`src/design/tcf_pkg.sv`:
```
package tcf_pkg;

    localparam int PIX_W   = 8;
    localparam int SUM_W   = 33;
    localparam int TALLY_W = 23;
    localparam int COORD_W = 15;

    localparam logic [PIX_W-1:0]   THRESHOLD_RESET = 8'd130;
    localparam logic [SUM_W-1:0]   SUM_MAX         = '1;
    localparam logic [TALLY_W-1:0] TALLY_MAX       = '1;
    localparam logic [COORD_W-1:0] COORD_MAX       = '1;

    // Frame totals handed from the front end to the divider.
    typedef struct packed {
        logic [SUM_W-1:0]   column_sum;
        logic [SUM_W-1:0]   row_sum;
        logic [TALLY_W-1:0] tally;
    } frame_totals_t;

endpackage

```
`src/design/tcf_pixel_if.sv`:
```
interface tcf_pixel_if;
    logic                     valid;
    logic                     ready;
    logic [tcf_pkg::PIX_W-1:0] pixel;
    logic                     end_of_line;
    logic                     end_of_frame;

    modport source (output valid, output pixel, output end_of_line, output end_of_frame,
                    input ready);
    modport sink   (input valid, input pixel, input end_of_line, input end_of_frame,
                    output ready);
endinterface

```
`src/design/tcf_result_if.sv`:
```
interface tcf_result_if;
    logic                         valid;
    logic                         ready;
    logic [tcf_pkg::COORD_W-1:0]  centroid_x;
    logic [tcf_pkg::COORD_W-1:0]  centroid_y;
    logic [tcf_pkg::TALLY_W-1:0]  bright_count;
    logic                         found;

    modport source (output valid, output centroid_x, output centroid_y,
                    output bright_count, output found, input ready);
    modport sink   (input valid, input centroid_x, input centroid_y,
                    input bright_count, input found, output ready);
endinterface

```
`src/design/tcf_front.sv`:
```
module tcf_front #(
    parameter int MAX_COLUMNS = 2048,
    parameter int MAX_ROWS    = 2048
) (
    input  logic                        clk,
    input  logic                        rst_n,
    input  logic                        cfg_we,
    input  logic [tcf_pkg::PIX_W-1:0]   cfg_wdata,
    tcf_pixel_if.sink                   pix,
    input  logic                        q_full,
    output logic                        q_push,
    output tcf_pkg::frame_totals_t      q_data
);
    import tcf_pkg::*;

    localparam int COL_W = $clog2(MAX_COLUMNS);
    localparam int ROW_W = $clog2(MAX_ROWS);
    localparam logic [COL_W-1:0] COL_LAST = COL_W'(MAX_COLUMNS - 1);
    localparam logic [ROW_W-1:0] ROW_LAST = ROW_W'(MAX_ROWS - 1);

    logic [PIX_W-1:0]   thresh_reg;
    logic [COL_W-1:0]   col_idx_reg;
    logic [ROW_W-1:0]   row_idx_reg;
    logic [SUM_W-1:0]   col_sum_reg, col_sum_next;
    logic [SUM_W-1:0]   row_sum_reg, row_sum_next;
    logic [TALLY_W-1:0] tally_reg, tally_next;
    logic [SUM_W:0]     col_add, row_add;
    logic               accept;
    logic               bright;

    assign pix.ready = !q_full;
    assign accept    = pix.valid && pix.ready;
    assign bright    = pix.pixel > thresh_reg;

    assign col_add = {1'b0, col_sum_reg} + (SUM_W+1)'(col_idx_reg);
    assign row_add = {1'b0, row_sum_reg} + (SUM_W+1)'(row_idx_reg);

    // Count the current pixel before the frame totals leave.
    always_comb
    begin
        col_sum_next = col_sum_reg;
        row_sum_next = row_sum_reg;
        tally_next   = tally_reg;
        if (bright)
        begin
            col_sum_next = col_add[SUM_W] ? SUM_MAX : col_add[SUM_W-1:0];
            row_sum_next = row_add[SUM_W] ? SUM_MAX : row_add[SUM_W-1:0];
            if (tally_reg != TALLY_MAX)
                tally_next = tally_reg + 1'b1;
        end
    end

    assign q_push            = accept && pix.end_of_frame;
    assign q_data.column_sum = col_sum_next;
    assign q_data.row_sum    = row_sum_next;
    assign q_data.tally      = tally_next;

    always_ff @(posedge clk or negedge rst_n)
    begin
        if (!rst_n)
            thresh_reg <= THRESHOLD_RESET;
        else if (cfg_we)
            thresh_reg <= cfg_wdata;
    end

    always_ff @(posedge clk or negedge rst_n)
    begin
        if (!rst_n)
        begin
            col_idx_reg <= '0;
            row_idx_reg <= '0;
            col_sum_reg <= '0;
            row_sum_reg <= '0;
            tally_reg   <= '0;
        end
        else if (accept)
        begin
            if (pix.end_of_frame)
            begin
                col_idx_reg <= '0;
                row_idx_reg <= '0;
                col_sum_reg <= '0;
                row_sum_reg <= '0;
                tally_reg   <= '0;
            end
            else
            begin
                col_sum_reg <= col_sum_next;
                row_sum_reg <= row_sum_next;
                tally_reg   <= tally_next;
                if (pix.end_of_line)
                begin
                    col_idx_reg <= '0;
                    if (row_idx_reg < ROW_LAST)
                        row_idx_reg <= row_idx_reg + 1'b1;
                end
                else if (col_idx_reg < COL_LAST)
                begin
                    col_idx_reg <= col_idx_reg + 1'b1;
                end
            end
        end
    end

endmodule

```
`src/design/tcf_queue.sv`:
```
module tcf_queue (
    input  logic                    clk,
    input  logic                    rst_n,
    input  logic                    push,
    input  tcf_pkg::frame_totals_t  push_data,
    input  logic                    pop,
    output tcf_pkg::frame_totals_t  pop_data,
    output logic                    full,
    output logic                    empty
);
    import tcf_pkg::*;

    localparam int DEPTH = 2;
    localparam int PTR_W = $clog2(DEPTH);

    frame_totals_t      slots[DEPTH];
    logic [PTR_W-1:0]   wr_ptr_reg;
    logic [PTR_W-1:0]   rd_ptr_reg;
    logic [PTR_W:0]     count_reg;

    assign full     = count_reg == (PTR_W+1)'(DEPTH);
    assign empty    = count_reg == '0;
    assign pop_data = slots[rd_ptr_reg];

    always_ff @(posedge clk)
    begin
        if (push)
            slots[wr_ptr_reg] <= push_data;
    end

    always_ff @(posedge clk or negedge rst_n)
    begin
        if (!rst_n)
        begin
            wr_ptr_reg <= '0;
            rd_ptr_reg <= '0;
            count_reg  <= '0;
        end
        else
        begin
            if (push)
                wr_ptr_reg <= wr_ptr_reg + 1'b1;
            if (pop)
                rd_ptr_reg <= rd_ptr_reg + 1'b1;
            if (push && !pop)
                count_reg <= count_reg + 1'b1;
            else if (pop && !push)
                count_reg <= count_reg - 1'b1;
        end
    end

endmodule

```
`src/design/tcf_divider.sv`:
```
module tcf_divider #(
    parameter int FRACTION_BITS = 4
) (
    input  logic                    clk,
    input  logic                    rst_n,
    input  logic                    q_empty,
    input  tcf_pkg::frame_totals_t  q_data,
    output logic                    q_pop,
    tcf_result_if.source            res
);
    import tcf_pkg::*;

    localparam int DIVD_W = SUM_W + FRACTION_BITS;
    localparam int STEPS  = DIVD_W;
    localparam int CNT_W  = $clog2(STEPS + 1);

    localparam logic [1:0] ST_IDLE = 2'd0;
    localparam logic [1:0] ST_RUN  = 2'd1;
    localparam logic [1:0] ST_HOLD = 2'd2;

    logic [1:0]          state_reg, state_next;
    logic [CNT_W-1:0]    step_reg;
    logic [DIVD_W-1:0]   divd_x_reg, divd_y_reg;
    logic [DIVD_W-1:0]   quo_x_reg, quo_y_reg;
    logic [TALLY_W-1:0]  rem_x_reg, rem_y_reg;
    logic [TALLY_W-1:0]  tally_reg;
    logic [TALLY_W:0]    trial_x, trial_y;
    logic                ge_x, ge_y;
    logic [COORD_W-1:0]  sat_x, sat_y;
    logic                out_valid_reg;
    logic [COORD_W-1:0]  cx_reg, cy_reg;
    logic [TALLY_W-1:0]  cnt_reg;
    logic                found_reg;
    logic                load_out;

    // One quotient bit per cycle for both axes.
    assign trial_x = {rem_x_reg, divd_x_reg[DIVD_W-1]};
    assign trial_y = {rem_y_reg, divd_y_reg[DIVD_W-1]};
    assign ge_x    = trial_x >= {1'b0, tally_reg};
    assign ge_y    = trial_y >= {1'b0, tally_reg};

    assign sat_x = (|quo_x_reg[DIVD_W-1:COORD_W]) ? COORD_MAX : quo_x_reg[COORD_W-1:0];
    assign sat_y = (|quo_y_reg[DIVD_W-1:COORD_W]) ? COORD_MAX : quo_y_reg[COORD_W-1:0];

    assign q_pop    = (state_reg == ST_IDLE) && !q_empty;
    assign load_out = (state_reg == ST_HOLD) && (!out_valid_reg || res.ready);

    always_comb
    begin
        state_next = state_reg;
        unique case (state_reg)
            ST_IDLE:
            begin
                if (!q_empty)
                    state_next = ST_RUN;
            end
            ST_RUN:
            begin
                if (step_reg == CNT_W'(1))
                    state_next = ST_HOLD;
            end
            ST_HOLD:
            begin
                if (load_out)
                    state_next = ST_IDLE;
            end
            default:
            begin
                state_next = ST_IDLE;
            end
        endcase
    end

    always_ff @(posedge clk or negedge rst_n)
    begin
        if (!rst_n)
        begin
            state_reg     <= ST_IDLE;
            step_reg      <= '0;
            out_valid_reg <= 1'b0;
        end
        else
        begin
            state_reg <= state_next;
            if (q_pop)
                step_reg <= CNT_W'(STEPS);
            else if (state_reg == ST_RUN)
                step_reg <= step_reg - 1'b1;
            if (load_out)
                out_valid_reg <= 1'b1;
            else if (res.ready)
                out_valid_reg <= 1'b0;
        end
    end

    always_ff @(posedge clk)
    begin
        if (q_pop)
        begin
            divd_x_reg <= DIVD_W'(q_data.column_sum) << FRACTION_BITS;
            divd_y_reg <= DIVD_W'(q_data.row_sum) << FRACTION_BITS;
            quo_x_reg  <= '0;
            quo_y_reg  <= '0;
            rem_x_reg  <= '0;
            rem_y_reg  <= '0;
            tally_reg  <= q_data.tally;
        end
        else if (state_reg == ST_RUN)
        begin
            divd_x_reg <= divd_x_reg << 1;
            divd_y_reg <= divd_y_reg << 1;
            quo_x_reg  <= {quo_x_reg[DIVD_W-2:0], ge_x};
            quo_y_reg  <= {quo_y_reg[DIVD_W-2:0], ge_y};
            rem_x_reg  <= ge_x ? TALLY_W'(trial_x - {1'b0, tally_reg}) : trial_x[TALLY_W-1:0];
            rem_y_reg  <= ge_y ? TALLY_W'(trial_y - {1'b0, tally_reg}) : trial_y[TALLY_W-1:0];
        end
    end

    // Register the result for the output; an empty frame forces coordinates to zero.
    always_ff @(posedge clk)
    begin
        if (load_out)
        begin
            found_reg <= tally_reg != '0;
            cnt_reg   <= tally_reg;
            cx_reg    <= (tally_reg != '0) ? sat_x : '0;
            cy_reg    <= (tally_reg != '0) ? sat_y : '0;
        end
    end

    assign res.valid        = out_valid_reg;
    assign res.centroid_x   = cx_reg;
    assign res.centroid_y   = cy_reg;
    assign res.bright_count = cnt_reg;
    assign res.found        = found_reg;

endmodule

```
`src/design/threshold_centroid_finder.sv`:
```
// Throughput: one pixel beat per cycle; the input stalls only while two finished
// frames wait in the queue ahead of the divider.
// Results: a frame's totals enter the queue on its end-of-frame beat and are then
// divided by the one-bit-per-cycle shared divider.
// Reset: asynchronous, active low; clears indices, sums, queue and output valid,
// and loads the threshold register with 130.
module threshold_centroid_finder #(
    parameter int MAX_COLUMNS   = 2048,
    parameter int MAX_ROWS      = 2048,
    parameter int FRACTION_BITS = 4
) (
    input  logic                        clk,
    input  logic                        rst_n,
    input  logic                        cfg_we,
    input  logic [tcf_pkg::PIX_W-1:0]   cfg_wdata,
    tcf_pixel_if.sink                   pixel_stream,
    tcf_result_if.source                centroid
);
    import tcf_pkg::*;

    frame_totals_t  push_data;
    frame_totals_t  pop_data;
    logic           push;
    logic           pop;
    logic           q_full;
    logic           q_empty;

    tcf_front #(
        .MAX_COLUMNS (MAX_COLUMNS),
        .MAX_ROWS    (MAX_ROWS)
    ) u_front (
        .clk       (clk),
        .rst_n     (rst_n),
        .cfg_we    (cfg_we),
        .cfg_wdata (cfg_wdata),
        .pix       (pixel_stream),
        .q_full    (q_full),
        .q_push    (push),
        .q_data    (push_data)
    );

    tcf_queue u_queue (
        .clk       (clk),
        .rst_n     (rst_n),
        .push      (push),
        .push_data (push_data),
        .pop       (pop),
        .pop_data  (pop_data),
        .full      (q_full),
        .empty     (q_empty)
    );

    tcf_divider #(
        .FRACTION_BITS (FRACTION_BITS)
    ) u_divider (
        .clk     (clk),
        .rst_n   (rst_n),
        .q_empty (q_empty),
        .q_data  (pop_data),
        .q_pop   (pop),
        .res     (centroid)
    );

endmodule

```
`src/flat_wrapper.sv`:
```
// flat-port wrapper written by rule: the top's interface ports become plain ports
module threshold_centroid_finder_flat import tcf_pkg::*;
#(
    parameter int MAX_COLUMNS   = 2048,
    parameter int MAX_ROWS      = 2048,
    parameter int FRACTION_BITS = 4
)
  (clk, rst_n, cfg_we, cfg_wdata, pixel_stream_valid, pixel_stream_pixel, pixel_stream_end_of_line, pixel_stream_end_of_frame, pixel_stream_ready, centroid_valid, centroid_centroid_x, centroid_centroid_y, centroid_bright_count, centroid_found, centroid_ready);
  tcf_pixel_if pixel_stream_i ();
  tcf_result_if centroid_i ();
  input  logic clk;
  input  logic rst_n;
  input  logic cfg_we;
  input  logic [tcf_pkg::PIX_W-1:0] cfg_wdata;
  input wire logic [$bits(pixel_stream_i.valid)-1:0] pixel_stream_valid;
  input wire logic [$bits(pixel_stream_i.pixel)-1:0] pixel_stream_pixel;
  input wire logic [$bits(pixel_stream_i.end_of_line)-1:0] pixel_stream_end_of_line;
  input wire logic [$bits(pixel_stream_i.end_of_frame)-1:0] pixel_stream_end_of_frame;
  output wire logic [$bits(pixel_stream_i.ready)-1:0] pixel_stream_ready;
  output wire logic [$bits(centroid_i.valid)-1:0] centroid_valid;
  output wire logic [$bits(centroid_i.centroid_x)-1:0] centroid_centroid_x;
  output wire logic [$bits(centroid_i.centroid_y)-1:0] centroid_centroid_y;
  output wire logic [$bits(centroid_i.bright_count)-1:0] centroid_bright_count;
  output wire logic [$bits(centroid_i.found)-1:0] centroid_found;
  input wire logic [$bits(centroid_i.ready)-1:0] centroid_ready;
  assign pixel_stream_i.valid = pixel_stream_valid;
  assign pixel_stream_i.pixel = pixel_stream_pixel;
  assign pixel_stream_i.end_of_line = pixel_stream_end_of_line;
  assign pixel_stream_i.end_of_frame = pixel_stream_end_of_frame;
  assign pixel_stream_ready = pixel_stream_i.ready;
  assign centroid_valid = centroid_i.valid;
  assign centroid_centroid_x = centroid_i.centroid_x;
  assign centroid_centroid_y = centroid_i.centroid_y;
  assign centroid_bright_count = centroid_i.bright_count;
  assign centroid_found = centroid_i.found;
  assign centroid_i.ready = centroid_ready;
  threshold_centroid_finder #(.MAX_COLUMNS(MAX_COLUMNS), .MAX_ROWS(MAX_ROWS), .FRACTION_BITS(FRACTION_BITS)) u_core (.clk(clk), .rst_n(rst_n), .cfg_we(cfg_we), .cfg_wdata(cfg_wdata), .pixel_stream(pixel_stream_i), .centroid(centroid_i));
endmodule
```
`config.mk`:
```
export PLATFORM = sky130hd
export DESIGN_NAME = threshold_centroid_finder_flat
export DESIGN_NICKNAME = d
export VERILOG_FILES = /design/src/design/tcf_pkg.sv /design/src/design/tcf_pixel_if.sv /design/src/design/tcf_result_if.sv /design/src/design/tcf_front.sv /design/src/design/tcf_queue.sv /design/src/design/tcf_divider.sv /design/src/design/threshold_centroid_finder.sv /design/src/flat_wrapper.sv
export SDC_FILE = /design/constraint.sdc
export NUM_CORES = 1
export LEC_CHECK = 0
export BUFFER_PORTS_ARGS = -buffer_cell sky130_fd_sc_hd__clkbuf_2
export CAP_MARGIN = 30
export CORE_MARGIN = 2
export CORE_UTILIZATION = 35
export DETAILED_ROUTE_END_ITERATION = 10
export PLACE_DENSITY_LB_ADDON = 0.3
export SLEW_MARGIN = 20
export SYNTH_ARGS = -nofsm -noshare
export SYNTH_HDL_FRONTEND = slang
export SYNTH_SLANG_ARGS = --single-unit
export TNS_END_PERCENT = 50
```
`constraint.sdc`:
```
create_clock -name clk -period 6 [get_ports clk]
set_clock_uncertainty 0.05 [all_clocks]
set_input_delay 1.2 -clock clk [delete_from_list [all_inputs] [get_ports clk]]
set_output_delay 1.2 -clock clk [all_outputs]
set_load 0.005 [all_outputs]
```
; ---- After elaboration in Yosys (flattened, before gate mapping)
; Memory sizes are Yosys's and may differ from the RTL's.
; Index checks and enable logic that the tools add are counted.
[totals]
reg_bits = 395
ramBits = 178
input_bits = 23
output_inout_bits = 56
word_cells = 110
memories = 1
[mem_list]
columns = name, words, width, read_ports, rd_ports_with_merged_regs, wr, line
row1 = u_core.u_queue.slots, 2, 89, 1, 0, 1, tcf_queue.sv:16  ; frame_totals_t slots[DEPTH];
[classes]
addsub = 12
magnitude_cmp = 5
n_eq_ne = 8
n_mux = 35
reduce_logical = 26
[op_table]
columns = op, count
row1 = 33-bit 2-to-1 mux, 6
row2 = 37-bit 2-to-1 mux, 4
row3 = 23-bit 2-to-1 mux, 5
row4 = 33-bit by 11-bit adder with 34-bit output, 2
row5 = 11-bit 2-to-1 mux, 6
row6 = 24-bit by 23-bit greater-or-equal comparator with 1-bit output, 2
row7 = 23-bit subtractor, 2
row8 = 22-bit OR reduction, 2
row9 = 15-bit 2-to-1 mux, 2
row10 = "23-bit by 1-bit adder with 23-bit output, second input constant", 1
row11 = "23-bit != test, second input constant", 1
row12 = 23-bit nonzero test, 1
row13 = "11-bit by 1-bit adder with 11-bit output, second input constant", 2
row14 = "11-bit < comparator, second input constant", 2
row15 = 6-bit 2-to-1 mux, 2
row16 = 2-bit 2-to-1 mux, 5
row17 = 2-bit nonzero test, 5
row18 = 8-bit greater-than comparator, 1
row19 = "6-bit by 1-bit equality test with 1-bit output, second input constant", 1
row20 = 1-bit logical AND, 6
row21 = "2-bit != test, second input constant", 3
row22 = 2-bit case mux with 3 select lines, 1
row23 = 3-bit AND reduction, 2
row24 = "6-bit by 1-bit subtractor with 6-bit output, second input constant", 1
row25 = 11 further kinds, 21

; ---- Depth between registers and ports, before layout
[depth]
ltp_word = 8
depth_mapped = 13
depth_no_buf = 11

; ---- By module
; A second synthesis with hierarchy kept.
[unflattened]
hier_cells = 2717
area_unflattened_um2 = 28058.2
[by_module_without_submodules]
columns = module, n_inst, cells_per_inst, area_per_inst_um2, seq_area_each_um2
row1 = tcf_divider, 1, 1353, 12846.1, 6921.6
row2 = tcf_front, 1, 1071, 8543.2, 2980.4
row3 = tcf_queue, 1, 293, 6668.9, 5445.2

; ---- Worst setup path before layout
; No wires, ideal clock.
[synth_timing]
kind = input to register
start = in pixel_stream_end_of_frame
end = mem u_core.u_queue.slots[0][0] (netlist name) (enable)
setup_time_ps = 538
arrival_ps = 5498
required_time_ps = 5412
slack_ps = -85
cell_stages = 4
n_path_buf = 2
path_cell_list = clkbuf_1 > nand2_1 > clkbuf_1 > nor2_1
[synth_via]
elab_chain_cells = 3
[synth_rtl]
columns = item, line
row1 = start: declaration, flat_wrapper.sv:18  ; input wire logic [$bits(pixel_stream_i.end_of_frame)-1:0] pixel_stream_end_of_frame;
row2 = 1-bit logical AND, tcf_front.sv:53  ; assign q_push = accept && pix.end_of_frame;
row3 = 1-bit 2-to-1 mux, tcf_queue.sv:27  ; if (push)
row4 = 1-bit 2-to-1 mux (implied by the code), tcf_queue.sv:28  ; slots[wr_ptr_reg] <= push_data;
row5 = end: declaration, tcf_queue.sv:16
; Every way passes these cells.

==> results by group <==
Run status
  – Outcome: finished, final reports clean

Place
  – Post-DP HPWL: 40.8 mm
  – Gp weighted congestion: 0.871
  – Placed Area: 0.0295 sq mm
  – IO buf count: 78

STA
  – Minimum clock period: 3840 ps
  – Setup TNS: 0 ps
  – Final Hold Viols: 0
  – WHS: 413 ps
  – Fmax: 0.261 GHz
  – Fraction of the cycle the final worst path needs: 0.639
  – Slew @ Worst Pin: 878 ps
  – Slew Limit Headroom: 0.413
  – Final Setup Violations: 0
  – Max-slew violation count: 0
  – RSZ-0062 raised after global routing: false

GRT
  – Initial antenna violation count: 0
  – Tot GR Track Use: 0.152
  – First-pass GRT wire length: 102 mm
  – Vias in the first global route: 19220
  – Largest net degree at the start of global routing: 110
  – Grt ovf: 0

Worst hold path
  – Hold depth: 2
  – Hold_sp: u_core.u_divider.quo_y_reg[30]$_SDFFE_PP0P_
  – Hold Path Class: flip-flop to flip-flop
  – Min-Delay Endpoint: u_core.u_divider.quo_y_reg[31]$_SDFFE_PP0P_

Routing
  – Routed vias/inst: 5.23
  – Initial drt markers: 1450
  – First drt pass iteration count: 5
  – Via count: 19542
  – Avg WL per Cell: 16.9 um
  – # DRC: 0
  – Antenna viol nets, final: 0
  – DRT Wirelength: 63.1 mm

Die
  – Top-Level Pins: 79
  – Site Rows: 103
  – Starting density of the core: 0.354
  – Die area: 0.0822 sq mm
  – Chip height: 287 um
  – Core Area: 0.0791 sq mm
  – Die X: 287 um

Setup path
  – FF-to-FF Start: u_core.u_front.thresh_reg[1]$_DFFE_PN1P_
  – CP Class: input pin to flip-flop
  – FF-to-FF End: u_core.u_front.col_sum_reg[1]$_DFFE_PN0P_
  – Top Family by Delay on Critical Path: compound AO/OA/AOI/OAI gates
  – CP startpoint kind: input pin
  – CP max stage delay: 580 ps
  – WP data arrival: 4250 ps
  – Worst path cell trace: clkbuf_2 -> ha_1 -> nor2b_1 -> o21a_1 -> o21ai_1 -> a211oi_2 -> or2_2 -> buf_4 -> nand2_1 -> o22a_1 -> a22o_1
  – Crit end category: flip-flop
  – Crit path buffers/inverters: 2
  – R2R cell count: 11
  – Crit-path slowest cell: or2_2
  – Critical Path RT: 6420 ps
  – R2R Setup Slk: 2300 ps
  – Crit Path Max Fanout: 32

Layout
  – Final core occ: 0.403
  – Layout cells sized above 1: 0.122
  – Area Growth Syn to Fin: 13.9%
  – Final instance area: 0.0319 sq mm
  – Nets: 2738
  – Diode count: 0
  – Fillcell total: 7550
  – Max reg flops: 178

Clocking
  – CTS Buffer Depth: 3
  – H-tree depth: 3
  – Clock Sink Count: 573
  – Worst-Skew Late Latency: 600 ps
  – Clock root buffer: clkbuf_16
  – Postcts setup bufs: 0
  – Hold buffers post-CTS: 0
  – Post-CTS Resized: 0
  – CTS tree: built
  – Clock-pin slew on the worst setup and hold paths: 60 ps
  – Num CTS Buffers: 67

Pwr
  – VDD IR max: 0.000241 V
  – Total power: 15.9 mW
  – Part of the power in registers: 0.386
  – P per Cell Area: 499 mW/mm^2
  – Int Pwr: 10.3 mW
  – Comb pwr share: 0.343
  – Leak: 12.6 nW
  – Power share of the clock group: 0.270
  – Switching power: 5.57 mW
  – Switching Fraction: 0.350

Flow run
  – MaxCap Viol Count: 0

Synthesis
  – Dominant cells by area after synthesis: edfxtp_1, dfrtp_1, dfxtp_1, nand2_1, mux2i_1
  – Syn. warnings: 0
  – FF+latch count, synth: 573
  – Synth async-reset ratio: 0.230
  – Most used DFF post-synth: edfxtp_1
  – Synth area leader: edfxtp_1
  – Sequential area share after synthesis: 0.548
  – Synth Area per Inst: 10.8 sq um
  – Post-synthesis cell count: 2591
  – Yosys cell types: 109
  – Syn_nets: 2700
  – Syn Std Cell Area: 0.0280 sq mm
  – EDFF count, synth: 321
  – Top-area cell type share of the netlist area: 0.344
==> routing by layer <==
layer | track usage | vias up | part of all wire
li1 | - | 9543 | -
met1 | 0.202 | 9523 | 0.46
met2 | 0.255 | 391 | 0.48
met3 | 0.0243 | 85 | 0.043
met4 | 0.0432 | 0 | 0.021
met5 | 0 | - | 0
==> layout make-up <==
| cell class | count | area (sq um) | share of cell area |
|---|---|---|---|
| flip-flops and latches | 573 | 15400 | 0.482 |
| clock inverters | 44 | 526 | 0.0165 |
| multi-input cells | 1801 | 11800 | 0.370 |
| repair buffers | 109 | 774 | 0.0243 |
| clock buffers | 80 | 1820 | 0.0570 |
| well taps | 1050 | 1310 | 0.0412 |
| inverters | 77 | 290 | 0.00911 |
==> power by group through the flow <==
stage               Clock, mW  Combinational (mW)  Sequential [mW]
floorplan                   0                4.30             5.93
global placement            0                5.18             6.19
detailed placement          0                5.38             6.22
CTS                      4.42                5.41             6.16
global route             4.57                6.12             6.27
finish                   4.30                5.47             6.15
==> per-stage QoR <==
stage	setup WS (ps)	std cells
finish	2160	3734
global route	2030	3734
CTS	2160	3731
detailed placement	1640	3607
global placement	1700	3604
floorplan	1400	2591
==> cell families after synthesis <==
group | after synthesis | synth area share
muxes | 153 | 0.0561
adders and majority gates | 86 | 0.0395
and+or+nand+nor | 826 | 0.145
xor gates and xnor gates | 118 | 0.0369
AOI/OAI and AO/OA | 618 | 0.142
buffers and inverters | 217 | 0.0317
DFF | 573 | 0.548
==> cell usage after synthesis, types with 8 or more instances <==
library cell and instances:
o21ai_1 25, a21oi_1 88, nand3_1 53, nor4_1 26, and2_1 21, and3_1 29, inv_1 77, a211oi_1 11
buf_2 19, and4_1 10, mux2_2 30, nor4_2 8, o211ai_1 20, dfrtp_1 130, edfxtp_1 321, nand2_1 382
o22a_1 10, xnor2_1 61, clkbuf_1 96, a22o_1 19, xor2_1 57, nand4_1 38, mux2i_1 122, nand2b_1 13
dfxtp_1 120, nor2_1 141, nor2b_1 10, o22ai_1 13, buf_1 15, a31oi_1 22, o21a_1 53, a21o_1 24
ha_1 82, o21ai_0 231, nor3_1 33
==> worst reg2reg max path: cells and delay by family (launching register included) <==
family	cells	cell delay (ps)
DFF	1	510
AOI/OAI and AO/OA	5	1210
adders and majority gates	1	280
and+or+nand+nor	3	1030
buffers and inverters	2	500
==> cell usage in the layout (no fill, tap or decap), types with 7 or more instances in the layout <==
master / synthesis / layout
a21o_1: 24 / 24
o21a_1: 53 / 53
clkinv_1: 0 / 11
o211ai_1: 20 / 20
dfxtp_1: 120 / 120
o21ai_1: 25 / 24
nand4_1: 38 / 38
edfxtp_1: 321 / 321
o22ai_1: 13 / 13
a211oi_1: 11 / 11
or3_1: 7 / 7
buf_4: 5 / 22
xor2_1: 57 / 57
o22a_1: 10 / 10
nand2_1: 382 / 381
clkinv_2: 0 / 15
nor3_1: 33 / 33
ha_1: 82 / 82
and3_1: 29 / 29
o21ai_0: 231 / 231
and2_1: 21 / 20
nor4_1: 26 / 26
nor4_2: 8 / 8
clkbuf_2: 1 / 77
bufinv_16: 0 / 11
a31oi_1: 22 / 22
and4_1: 10 / 10
mux2i_1: 122 / 122
nor2b_1: 10 / 8
nand2b_1: 13 / 12
nor2_1: 141 / 139
xnor2_1: 61 / 61
mux2_2: 30 / 30
clkbuf_16: 0 / 69
dfrtp_1: 130 / 129
a22o_1: 19 / 19
a21oi_1: 88 / 88
nand3_1: 53 / 53
inv_1: 77 / 75
==> worst max path at each step <==
stage                                                  start                                          end  slack (ps)  depth (start not counted)
global route                           pixel_stream_pixel[1]    u_core.u_front.col_sum_reg[1]$_DFFE_PN0P_        2030                         11
global placement                       pixel_stream_pixel[1]    u_core.u_front.col_sum_reg[0]$_DFFE_PN0P_        1700                         11
CTS                 u_core.u_divider.tally_reg[12]$_DFFE_PP_  u_core.u_divider.rem_x_reg[20]$_SDFFE_PP0P_        2160                         10
floorplan                          pixel_stream_end_of_frame         u_core.u_queue.slots[1][0]$_DFFE_PP_        1400                          5
detailed placement                     pixel_stream_pixel[1]    u_core.u_front.col_sum_reg[1]$_DFFE_PN0P_        1640                         11
finish                                 pixel_stream_pixel[1]    u_core.u_front.col_sum_reg[1]$_DFFE_PN0P_        2160                         11
Note: power is estimated with default switching activity, not from simulation.
